===== config.mk =====
export PLATFORM = sky130hd
export DESIGN_NAME = grid_cell_brightness_average_top
export DESIGN_NICKNAME = d
export VERILOG_FILES = /design/src/hdl/gcba_pkg.sv /design/src/hdl/gcba_ctrl.sv /design/src/hdl/gcba_dp.sv /design/src/hdl/grid_cell_brightness_average_top.sv
export SDC_FILE = /design/constraint.sdc
export NUM_CORES = 2
export LEC_CHECK = 0
export BUFFER_PORTS_ARGS = -buffer_cell sky130_fd_sc_hd__buf_4
export CORE_MARGIN = 1.5
export CORE_UTILIZATION = 64
export DETAILED_ROUTE_END_ITERATION = 8
export PLACE_DENSITY_LB_ADDON = 0.15
export SLEW_MARGIN = 40
export SYNTH_ARGS = -nofsm -noshare
export SYNTH_HDL_FRONTEND = slang
export SYNTH_SLANG_ARGS = --single-unit

===== constraint.sdc =====
create_clock -name clk -period 9.4 [get_ports clk]
set_input_delay 1.88 -clock clk [delete_from_list [all_inputs] [get_ports clk]]
set_output_delay 1.88 -clock clk [all_outputs]
set_load 0.05 [all_outputs]

===== src/hdl/gcba_pkg.sv =====
package gcba_pkg;

	localparam int DIM_W = 13;
	localparam int POS_W = 12;
	localparam int GRID_W = 5;
	localparam int PIX_W = 8;
	localparam int SUM_W = 32;
	localparam int CNT_W = 2 * DIM_W;
	localparam int IDX_W = 8;
	localparam int CFG_IDX_W = 3;
	localparam int STEP_W = 4;

	localparam int MAX_GRID_COLS_N = 16;
	localparam int MAX_GRID_ROWS_N = 16;

	localparam logic [DIM_W-1:0] MAX_IMAGE_WIDTH = 13'd4096;
	localparam logic [DIM_W-1:0] MAX_IMAGE_HEIGHT = 13'd4096;
	localparam logic [GRID_W-1:0] MAX_GRID_COLS = 5'd16;
	localparam logic [GRID_W-1:0] MAX_GRID_ROWS = 5'd16;

	// one quotient bit per rebuild step, one mean bit per divide step
	localparam int POS_STEPS = POS_W;
	localparam int DIV_STEPS = PIX_W;

	localparam logic [DIM_W-1:0] RST_IMAGE_WIDTH = 13'd640;
	localparam logic [DIM_W-1:0] RST_IMAGE_HEIGHT = 13'd480;
	localparam logic [GRID_W-1:0] RST_GRID_COLS = 5'd3;
	localparam logic [GRID_W-1:0] RST_GRID_ROWS = 5'd3;
	localparam logic [DIM_W-1:0] RST_CELL_WIDTH = 13'd213;
	localparam logic [DIM_W-1:0] RST_CELL_HEIGHT = 13'd160;

	typedef enum logic [CFG_IDX_W-1:0] {
		REG_IMAGE_WIDTH  = 3'd0,
		REG_IMAGE_HEIGHT = 3'd1,
		REG_GRID_COLS    = 3'd2,
		REG_GRID_ROWS    = 3'd3,
		REG_CELL_WIDTH   = 3'd4,
		REG_CELL_HEIGHT  = 3'd5
	} cfg_reg_t;

	typedef struct packed {
		logic pix_accept;
		logic rb_start;
		logic rb_step;
		logic rb_last;
		logic div_step;
		logic out_load;
	} cmd_t;

	typedef struct packed {
		logic cell_done;
	} sts_t;

endpackage


===== src/hdl/gcba_ctrl.sv =====
module gcba_ctrl (
	input  logic            clk,
	input  logic            arst_n,
	input  logic            in_valid,
	output logic            in_stall,
	output logic            out_valid,
	input  logic            out_stall,
	input  logic            wr_en,
	input  gcba_pkg::sts_t  sts,
	output gcba_pkg::cmd_t  cmd
);
	import gcba_pkg::*;

	typedef enum logic [1:0] {
		ST_IDLE,
		ST_REBUILD,
		ST_DIVIDE,
		ST_HOLD
	} state_t;

	state_t              state_q;
	logic [STEP_W-1:0]   step_q;
	logic                dirty_q;
	logic                out_valid_q;

	assign in_stall = !(state_q == ST_IDLE && !dirty_q);
	assign out_valid = out_valid_q;

	always_comb begin
		cmd.pix_accept = in_valid && !in_stall;
		cmd.rb_start = (state_q == ST_IDLE) && dirty_q;
		cmd.rb_step = (state_q == ST_REBUILD);
		cmd.rb_last = (state_q == ST_REBUILD) && (step_q == STEP_W'(POS_STEPS - 1));
		cmd.div_step = (state_q == ST_DIVIDE);
		cmd.out_load = (state_q == ST_HOLD) && (!out_valid_q || !out_stall);
	end

	always_ff @(posedge clk or negedge arst_n) begin
		if (!arst_n) begin
			state_q <= ST_IDLE;
			step_q <= '0;
			dirty_q <= 1'b1;
			out_valid_q <= 1'b0;
		end else begin
			// rebuild cell offsets after any register write
			if (wr_en)
				dirty_q <= 1'b1;
			else if (cmd.rb_start)
				dirty_q <= 1'b0;

			if (cmd.out_load)
				out_valid_q <= 1'b1;
			else if (!out_stall)
				out_valid_q <= 1'b0;

			unique case (state_q)
				ST_IDLE: begin
					step_q <= '0;
					if (dirty_q)
						state_q <= ST_REBUILD;
					else if (cmd.pix_accept && sts.cell_done)
						state_q <= ST_DIVIDE;
				end
				ST_REBUILD: begin
					if (cmd.rb_last)
						state_q <= ST_IDLE;
					else
						step_q <= step_q + STEP_W'(1);
				end
				ST_DIVIDE: begin
					if (step_q == STEP_W'(DIV_STEPS - 1))
						state_q <= ST_HOLD;
					else
						step_q <= step_q + STEP_W'(1);
				end
				ST_HOLD: begin
					if (cmd.out_load)
						state_q <= ST_IDLE;
				end
				default: state_q <= ST_IDLE;
			endcase
		end
	end

`ifndef SYNTHESIS
	a_load_free: assert property (@(posedge clk) disable iff (!arst_n)
		cmd.out_load |-> !(out_valid_q && out_stall))
		else $error("result loaded over a waiting item");

	a_done_divides: assert property (@(posedge clk) disable iff (!arst_n)
		cmd.pix_accept && sts.cell_done |=> state_q == ST_DIVIDE)
		else $error("finished cell did not start the divide");

	a_div_bound: assert property (@(posedge clk) disable iff (!arst_n)
		state_q == ST_DIVIDE |-> step_q < STEP_W'(DIV_STEPS))
		else $error("divide step count overrun");

	a_write_stalls: assert property (@(posedge clk) disable iff (!arst_n)
		wr_en |=> in_stall)
		else $error("item accepted before offset rebuild");
`endif

endmodule


===== src/hdl/gcba_dp.sv =====
module gcba_dp (
	input  logic                              clk,
	input  logic                              arst_n,
	input  gcba_pkg::cmd_t                    cmd,
	output gcba_pkg::sts_t                    sts,
	input  logic [7:0]                        blue,
	input  logic [7:0]                        green,
	input  logic [7:0]                        red,
	input  logic                              frame_start,
	input  logic                              wr_en,
	input  logic [gcba_pkg::CFG_IDX_W-1:0]    wr_index,
	input  logic [gcba_pkg::DIM_W-1:0]        wr_data,
	output logic [7:0]                        cell_index,
	output logic [7:0]                        mean_value,
	output logic                              last_cell
);
	import gcba_pkg::*;

	// configuration
	logic [DIM_W-1:0]  img_w_q, img_h_q, cell_w_q, cell_h_q;
	logic [GRID_W-1:0] grid_c_q, grid_r_q;
	logic [DIM_W-1:0]  iw, ih, cw, ch;
	logic [GRID_W-1:0] gc, gr;

	// position and in-cell offsets
	logic [POS_W-1:0]  x_q, y_q, xo_q, yo_q;
	logic [GRID_W-1:0] cx_q, cy_q;
	logic [POS_W-1:0]  x_e, y_e, xo_e, yo_e;
	logic [GRID_W-1:0] cx_e, cy_e;

	logic [SUM_W-1:0]  sums_q [MAX_GRID_COLS_N];
	logic [CNT_W-1:0]  cnt_q;

	// offset rebuild dividers
	logic [DIM_W-1:0]  xr_q, yr_q;
	logic [POS_W-1:0]  xn_q, yn_q, xd_q, yd_q;
	logic [DIM_W:0]    xs, ys;
	logic              xge, yge;
	logic [DIM_W-1:0]  xr_n, yr_n;
	logic [POS_W-1:0]  xd_n, yd_n;

	// mean divider
	logic [SUM_W-1:0]  mrem_q;
	logic [SUM_W:0]    mdiv_q;
	logic [PIX_W-1:0]  mq_q;
	logic              msat_q;
	logic              mge;

	logic [IDX_W-1:0]  idx_q;
	logic              last_q;

	logic              clear, in_grid, hit, row_end, frame_end;
	logic [PIX_W-1:0]  v;
	logic [SUM_W-1:0]  old_sum, new_sum;
	logic [IDX_W:0]    idx_sum;
	logic [DIM_W-1:0]  x_inc, y_inc;

	function automatic logic [GRID_W-1:0] sat_q(input logic [POS_W-1:0] q);
		sat_q = (|q[POS_W-1:GRID_W]) ? '1 : q[GRID_W-1:0];
	endfunction

	always_comb begin
		iw = (img_w_q == '0) ? DIM_W'(1) : (img_w_q > MAX_IMAGE_WIDTH) ? MAX_IMAGE_WIDTH : img_w_q;
		ih = (img_h_q == '0) ? DIM_W'(1) :
			(img_h_q > MAX_IMAGE_HEIGHT) ? MAX_IMAGE_HEIGHT : img_h_q;
		gc = (grid_c_q == '0) ? GRID_W'(1) : (grid_c_q > MAX_GRID_COLS) ? MAX_GRID_COLS : grid_c_q;
		gr = (grid_r_q == '0) ? GRID_W'(1) : (grid_r_q > MAX_GRID_ROWS) ? MAX_GRID_ROWS : grid_r_q;
		cw = (cell_w_q == '0) ? DIM_W'(1) : cell_w_q;
		ch = (cell_h_q == '0) ? DIM_W'(1) : cell_h_q;
	end

	always_comb begin
		x_e = frame_start ? '0 : x_q;
		y_e = frame_start ? '0 : y_q;
		xo_e = frame_start ? '0 : xo_q;
		yo_e = frame_start ? '0 : yo_q;
		cx_e = frame_start ? '0 : cx_q;
		cy_e = frame_start ? '0 : cy_q;
		clear = frame_start || (x_e == '0 && yo_e == '0);

		v = blue;
		if (green > v)
			v = green;
		if (red > v)
			v = red;

		in_grid = (cx_e < gc) && (cy_e < gr);
		hit = in_grid && ({1'b0, xo_e} == cw - DIM_W'(1)) && ({1'b0, yo_e} == ch - DIM_W'(1));
		old_sum = clear ? '0 : sums_q[cx_e[3:0]];
		new_sum = old_sum + SUM_W'(v);
		idx_sum = (IDX_W + 1)'({5'b0, cx_e[3:0]} * {4'b0, gr}) + (IDX_W + 1)'(cy_e[3:0]);

		x_inc = {1'b0, x_e} + DIM_W'(1);
		y_inc = {1'b0, y_e} + DIM_W'(1);
		row_end = (x_inc >= iw);
		frame_end = (y_inc >= ih);
	end

	assign sts.cell_done = hit;

	// one restoring-division step per cycle for x / cw and y / ch
	always_comb begin
		xs = {xr_q, xn_q[POS_W-1]};
		ys = {yr_q, yn_q[POS_W-1]};
		xge = (xs >= {1'b0, cw});
		yge = (ys >= {1'b0, ch});
		xr_n = xge ? DIM_W'(xs - {1'b0, cw}) : xs[DIM_W-1:0];
		yr_n = yge ? DIM_W'(ys - {1'b0, ch}) : ys[DIM_W-1:0];
		xd_n = {xd_q[POS_W-2:0], xge};
		yd_n = {yd_q[POS_W-2:0], yge};
		mge = ({1'b0, mrem_q} >= mdiv_q);
	end

	always_ff @(posedge clk or negedge arst_n) begin
		if (!arst_n) begin
			img_w_q <= RST_IMAGE_WIDTH;
			img_h_q <= RST_IMAGE_HEIGHT;
			grid_c_q <= RST_GRID_COLS;
			grid_r_q <= RST_GRID_ROWS;
			cell_w_q <= RST_CELL_WIDTH;
			cell_h_q <= RST_CELL_HEIGHT;
		end else if (wr_en) begin
			unique case (wr_index)
				REG_IMAGE_WIDTH:  img_w_q <= wr_data;
				REG_IMAGE_HEIGHT: img_h_q <= wr_data;
				REG_GRID_COLS:    grid_c_q <= wr_data[GRID_W-1:0];
				REG_GRID_ROWS:    grid_r_q <= wr_data[GRID_W-1:0];
				REG_CELL_WIDTH:   cell_w_q <= wr_data;
				REG_CELL_HEIGHT:  cell_h_q <= wr_data;
				default: ;
			endcase
		end
	end

	always_ff @(posedge clk or negedge arst_n) begin
		if (!arst_n) begin
			x_q <= '0;
			y_q <= '0;
			xo_q <= '0;
			yo_q <= '0;
			cx_q <= '0;
			cy_q <= '0;
		end else if (cmd.pix_accept) begin
			if (row_end) begin
				x_q <= '0;
				xo_q <= '0;
				cx_q <= '0;
				if (frame_end) begin
					y_q <= '0;
					yo_q <= '0;
					cy_q <= '0;
				end else begin
					y_q <= y_inc[POS_W-1:0];
					if ({1'b0, yo_e} == ch - DIM_W'(1)) begin
						yo_q <= '0;
						cy_q <= (cy_e == '1) ? cy_e : cy_e + GRID_W'(1);
					end else begin
						yo_q <= yo_e + POS_W'(1);
						cy_q <= cy_e;
					end
				end
			end else begin
				x_q <= x_inc[POS_W-1:0];
				y_q <= y_e;
				yo_q <= yo_e;
				cy_q <= cy_e;
				if ({1'b0, xo_e} == cw - DIM_W'(1)) begin
					xo_q <= '0;
					cx_q <= (cx_e == '1) ? cx_e : cx_e + GRID_W'(1);
				end else begin
					xo_q <= xo_e + POS_W'(1);
					cx_q <= cx_e;
				end
			end
		end else if (cmd.rb_last) begin
			xo_q <= xr_n[POS_W-1:0];
			yo_q <= yr_n[POS_W-1:0];
			cx_q <= sat_q(xd_n);
			cy_q <= sat_q(yd_n);
		end
	end

	always_ff @(posedge clk or negedge arst_n) begin
		if (!arst_n) begin
			for (int i = 0; i < MAX_GRID_COLS_N; i++)
				sums_q[i] <= '0;
		end else if (cmd.pix_accept) begin
			// the pixel's own column takes the new sum if it lies in the grid, the rest clear on a cell row start
			for (int i = 0; i < MAX_GRID_COLS_N; i++) begin
				if (in_grid && cx_e[3:0] == 4'(i))
					sums_q[i] <= new_sum;
				else if (clear)
					sums_q[i] <= '0;
			end
		end
	end

	always_ff @(posedge clk) begin
		if (cmd.rb_start) begin
			cnt_q <= {13'b0, cw} * {13'b0, ch};
			xr_q <= '0;
			yr_q <= '0;
			xn_q <= x_q;
			yn_q <= y_q;
			xd_q <= '0;
			yd_q <= '0;
		end else if (cmd.rb_step) begin
			xr_q <= xr_n;
			yr_q <= yr_n;
			xn_q <= {xn_q[POS_W-2:0], 1'b0};
			yn_q <= {yn_q[POS_W-2:0], 1'b0};
			xd_q <= xd_n;
			yd_q <= yd_n;
		end
	end

	always_ff @(posedge clk) begin
		if (cmd.pix_accept && hit) begin
			mrem_q <= new_sum;
			mdiv_q <= {cnt_q, 7'b0};
			mq_q <= '0;
			msat_q <= ({2'b0, new_sum} >= {cnt_q, 8'b0});
			idx_q <= idx_sum[IDX_W-1:0];
			last_q <= (cx_e == gc - GRID_W'(1)) && (cy_e == gr - GRID_W'(1));
		end else if (cmd.div_step) begin
			if (mge)
				mrem_q <= mrem_q - mdiv_q[SUM_W-1:0];
			mq_q <= {mq_q[PIX_W-2:0], mge};
			mdiv_q <= {1'b0, mdiv_q[SUM_W:1]};
		end
	end

	always_ff @(posedge clk) begin
		if (cmd.out_load) begin
			cell_index <= idx_q;
			mean_value <= msat_q ? '1 : mq_q;
			last_cell <= last_q;
		end
	end

endmodule


===== src/hdl/grid_cell_brightness_average_top.sv =====
// Grid cell mean brightness.
// Input channel: one pixel item (blue, green, red, frame_start) per accepted
// in_valid/in_stall handshake, in raster order. frame_start restarts at (0,0).
// Each pixel's brightness is max(blue, green, red); it is summed into its grid
// cell. When a cell's bottom-right pixel is taken, one item (cell_index,
// mean_value, last_cell) goes out on the out_valid/out_stall channel.
// Throughput: one pixel per cycle while in_stall is low. A pixel that finishes a cell
// is followed, with the input stalled, by a bit-per-cycle divider for the 8-bit mean
// and the load of the output register; the result shows on out_valid the cycle after.
// Pixels keep flowing while a result waits in the output register; a second
// finished cell waits until that register is taken, stalling the input.
// Register writes (wr_en, wr_index, wr_data) take effect at once; after each
// write, and after reset, the input stalls while the in-cell offsets are rebuilt
// from the pixel position with a 12-step divider.
// Reset (arst_n low) restores the default geometry, clears position and sums.
module grid_cell_brightness_average_top (
	input  logic                              clk,
	input  logic                              arst_n,
	input  logic                              in_valid,
	output logic                              in_stall,
	input  logic [7:0]                        blue,
	input  logic [7:0]                        green,
	input  logic [7:0]                        red,
	input  logic                              frame_start,
	output logic                              out_valid,
	input  logic                              out_stall,
	output logic [7:0]                        cell_index,
	output logic [7:0]                        mean_value,
	output logic                              last_cell,
	input  logic                              wr_en,
	input  logic [gcba_pkg::CFG_IDX_W-1:0]    wr_index,
	input  logic [gcba_pkg::DIM_W-1:0]        wr_data
);
	import gcba_pkg::*;

	cmd_t cmd;
	sts_t sts;

	gcba_ctrl u_ctrl (
		.clk       (clk),
		.arst_n    (arst_n),
		.in_valid  (in_valid),
		.in_stall  (in_stall),
		.out_valid (out_valid),
		.out_stall (out_stall),
		.wr_en     (wr_en),
		.sts       (sts),
		.cmd       (cmd)
	);

	gcba_dp u_dp (
		.clk         (clk),
		.arst_n      (arst_n),
		.cmd         (cmd),
		.sts         (sts),
		.blue        (blue),
		.green       (green),
		.red         (red),
		.frame_start (frame_start),
		.wr_en       (wr_en),
		.wr_index    (wr_index),
		.wr_data     (wr_data),
		.cell_index  (cell_index),
		.mean_value  (mean_value),
		.last_cell   (last_cell)
	);

endmodule

==> metrics.md <==
| Metric | Value |
|---|---|
| Die span in x | `285.5 microns` |
| Synth Register Bits | `838` |
| Critical Path RT | `9.81 ns` |
| I/O pin cnt | `65` |
| Final Skew | `0.02466 ns` |
| # diodes | `0` |
| WP data arrival | `8.78 ns` |
| Antenna Nets Post-Route | `0` |
| Worst Setup End Kind | `flip-flop` |
| Largest net degree at the start of global routing | `154` |
| Dominant cells by area after synthesis | `dfrtp_1, edfxtp_1, o21ai_0` |
| Initial Utilization | `0.6466` |
| Filler Cells Inserted | `6,258` |
| Routed wire length | `150,400 microns` |
| Final setup fails | `0` |
| Worst Setup Slack, final | `1.034 ns` |
| Worst reg2reg path depth | `24` |
| Overflow left after global routing | `0` |
| Post-Syn Area | `51,080 sq um` |
| Final net count | `5,850` |
| Vias in the first global route | `41,450` |
| Post-synth EDFFs | `135` |
| Cts repair resizes | `0` |
| First-pass GRT wire length | `235,000 microns` |
| CP Launch Type | `primary input` |
| DPL Wire Length | `98,880 microns` |
| Final hold vios | `0` |
| DRC | `0` |
| All-Layer GR Usage | `0.3686` |
| CTS sink cnt | `838` |
| Post-synth top area share | `0.3047` |
| Clock latency on the worst-skew pair | `0.67 ns` |
| Avg WL per Cell | `22.99 microns` |
| Die area | `81,520 sq um` |
| HP Class | `reg2reg` |
| Most common cell after layout, fill and taps aside | `o21ai_0` |
| Layout cells sized above 1 | `0.09159` |
| Origin of the critical flop-to-flop path | `u_dp.cell_w_q[8]$_DFFE_PN0P_` |
| Max_slew headroom | `0.3018` |
| Slew Limit Fails | `0` |
| P&R area growth vs syn | `8.431%` |
| CP max stage cell | `fa_1` |
| Crit share post-route | `0.8900` |
| Minimum clock period | `8.366 ns` |
| Multi-input logic area | `26,910 sq um` |
| R2r endpoint | `u_dp.cnt_q[25]$_DFFE_PP_` |
| Primary FF master, synth | `dfrtp_1` |
| DR pass1 iterations | `6` |
| Fmax | `0.1195 GHz` |
| Vias | `42,290` |
| Post-Synth XOR/XNOR Area | `0.02738` |
| RePlAce Congestion | `0.9529` |
| Clock Path Buffers | `3` |
| Yosys top cell by area | `dfrtp_1` |
| Post-synthesis mux area share | `0.04683` |
| Post-synthesis simple-gate area fraction | `0.1738` |
| Most frequent cells in the layout | `o21ai_0, dfrtp_1, nand3_1` |
| Unrepaired setup endpoints after global routing | `no` |
| # hold bufs at CTS | `0` |
| Worst-Margin Slew | `1.021 ns` |
| Synth warn | `0` |
| CP startpoint | `blue[1]` |
| Crit Path Max Fanout | `7` |
| Status | `complete, no violations` |
| Most frequent CP cell | `a21o_1` |
| Post-Synth Adder-Cell Area | `0.1134` |
| Setup TNS | `0 ns` |
| Synthesized instance count | `5,545` |
| Post-place setup slack | `0.3957 ns` |
| CTS tree | `built` |
| Peak VDD IR | `0.5913 mV` |
| Hold depth | `0` |
| Post-CTS Repair Setup Buffers | `0` |
| Leakage power | `24.49 nW` |
| Register area share after synthesis | `0.4180` |
| Mean number of vias per cell | `6.464` |
| R2R setup slack | `2.40 ns` |
| PwrDens | `346.9 nW/um^2` |
| Endpoint, Worst Hold | `u_dp.cell_index[2]$_DFFE_PP_` |
| H-Tree Level Count | `3` |
| Hold Crit Start | `u_dp.idx_q[2]$_DFFE_PP_` |
| 1st-iter DRT viols | `4,497` |
| Syn Nets | `5,974` |
| Syn Area/Cell | `9.212 sq um` |
| Core ar. | `79,000 sq um` |
| Worst-path clk slew | `0.06 ns` |
| Crit path largest cell delay | `0.41 ns` |
| Clk root buf | `clkbuf_16` |
| Synth unique cells | `104` |
| Storage cell area | `21,360 sq um` |
| Largest family of logic cells by synthesized area | `simple AND/OR/NAND/NOR gates` |
| Die Height | `285.5 microns` |
| CTS Buf Count | `90` |
| Port bufs | `64` |
| MaxCap Viol Count | `0` |
| Row Count | `103` |
| Final Util | `0.7011` |
| Setup Crit Path Kind | `in2reg` |
| Initial antenna violation count | `0` |
| Async SR Flop Fraction | `0.7637` |
| Compound-Gate Fraction of Synth Area | `0.1621` |
-- layer usage --
metal,vias to the layer above,part of all wire,global-route usage
li1,19360,-,-
met1,20630,0.40,0.4870
met2,1840,0.46,0.5931
met3,454,0.076,0.05837
met4,0,0.059,0.1858
met5,-,0,0
-- per-stage QoR --
step                hold WS, ns  instance area (sq um)  power, mW  std cells
floorplan                0.4003                  51080      12.55       5545
global placement         0.4073                  52250      15.22       6372
detailed placement       0.4045                  52410      15.46       6377
CTS                      0.4121                  55330      19.07       6540
global route             0.4198                  55390      20.51       6542
finish                   0.4083                  55390      19.22       6542
-- synthesized netlist by cell type, drive strengths merged, types with 20 or more instances --
master and n:
a31oi 62, xnor2 104, clkbuf 311, mux2 72, buf 92, inv 342
xor2 51, or2 20, nor3 71, nand4 49, nand2 488, a21o 43
dfxtp 63, a221oi 29, a211oi 87, o22ai 55, or3 25, mux2i 131
nand3 604, ha 250, a21oi 172, o21a 30, nor4 24, nor2b 117
nor3b 23, dfrtp 622, and3 23, nand2b 28, edfxtp 135, fa 133
nor2 293, o21ai 690
-- area by class of cell --
type	count	share of cell area
Inverter	350	0.02379
Timing Repair Buffer	187	0.02833
Multi-Input combinational cell	3954	0.4858
Tap cell	1050	0.02372
Clock inverter	33	0.006438
Sequential cell	838	0.3856
Clock buffer	130	0.04631
-- power breakdown --
| group | internal, mW | total [mW] | leakage [nW] | switching, mW |
|---|---|---|---|---|
| clock network | 2.04 | 3.56 | 1.44 | 1.52 |
| registers | 4.66 | 5.24 | 10.5 | 0.585 |
| logic | 3.99 | 10.4 | 12.5 | 6.43 |
| total | 10.7 | 19.2 | 24.5 | 8.53 |
-- how the worst max path moves through the flow --
stage / to / slack, ns / cells after the start
after global placement: u_dp.msat_q$_DFFE_PP_ / 0.45 / 42
after floorplan: u_dp.msat_q$_DFFE_PP_ / 0.23 / 40
after global routing: u_dp.msat_q$_DFFE_PP_ / 0.65 / 42
after detailed placement: u_dp.msat_q$_DFFE_PP_ / 0.40 / 42
final: u_dp.msat_q$_DFFE_PP_ / 1.03 / 42
after CTS: u_dp.msat_q$_DFFE_PP_ / 1.07 / 42
-- logic make-up after synthesis --
family | Yosys count
compound gates | 1368
xor+xnor | 156
fa+ha+maj | 383
buf+inv | 753
flops | 838
mux | 215
simple gates | 1832
-- state kept, by name (all words and copies together), names as in the netlist, 11 cells and up --
register	flops
u_dp.cell_h_q	13
u_dp.cell_w_q	13
u_dp.cnt_q	26
u_dp.img_h_q	13
u_dp.img_w_q	13
u_dp.mdiv_q	33
u_dp.mrem_q	32
u_dp.sums_q	512
u_dp.x_q	12
u_dp.xd_q	11
u_dp.xn_q	12
u_dp.xo_q	12
u_dp.xr_q	13
u_dp.y_q	12
u_dp.yd_q	11
u_dp.yn_q	12
u_dp.yo_q	12
u_dp.yr_q	13
-- worst max-delay path: cells and delay by family --
family	cells	cell delay (ns)
buf+inv	6	0.77
xor+xnor	1	0.14
fa+ha+maj	5	1.39
mux	2	0.64
compound gates	23	3.41
simple gates	5	0.54
No activity file was read; power rests on OpenSTA's default activity.
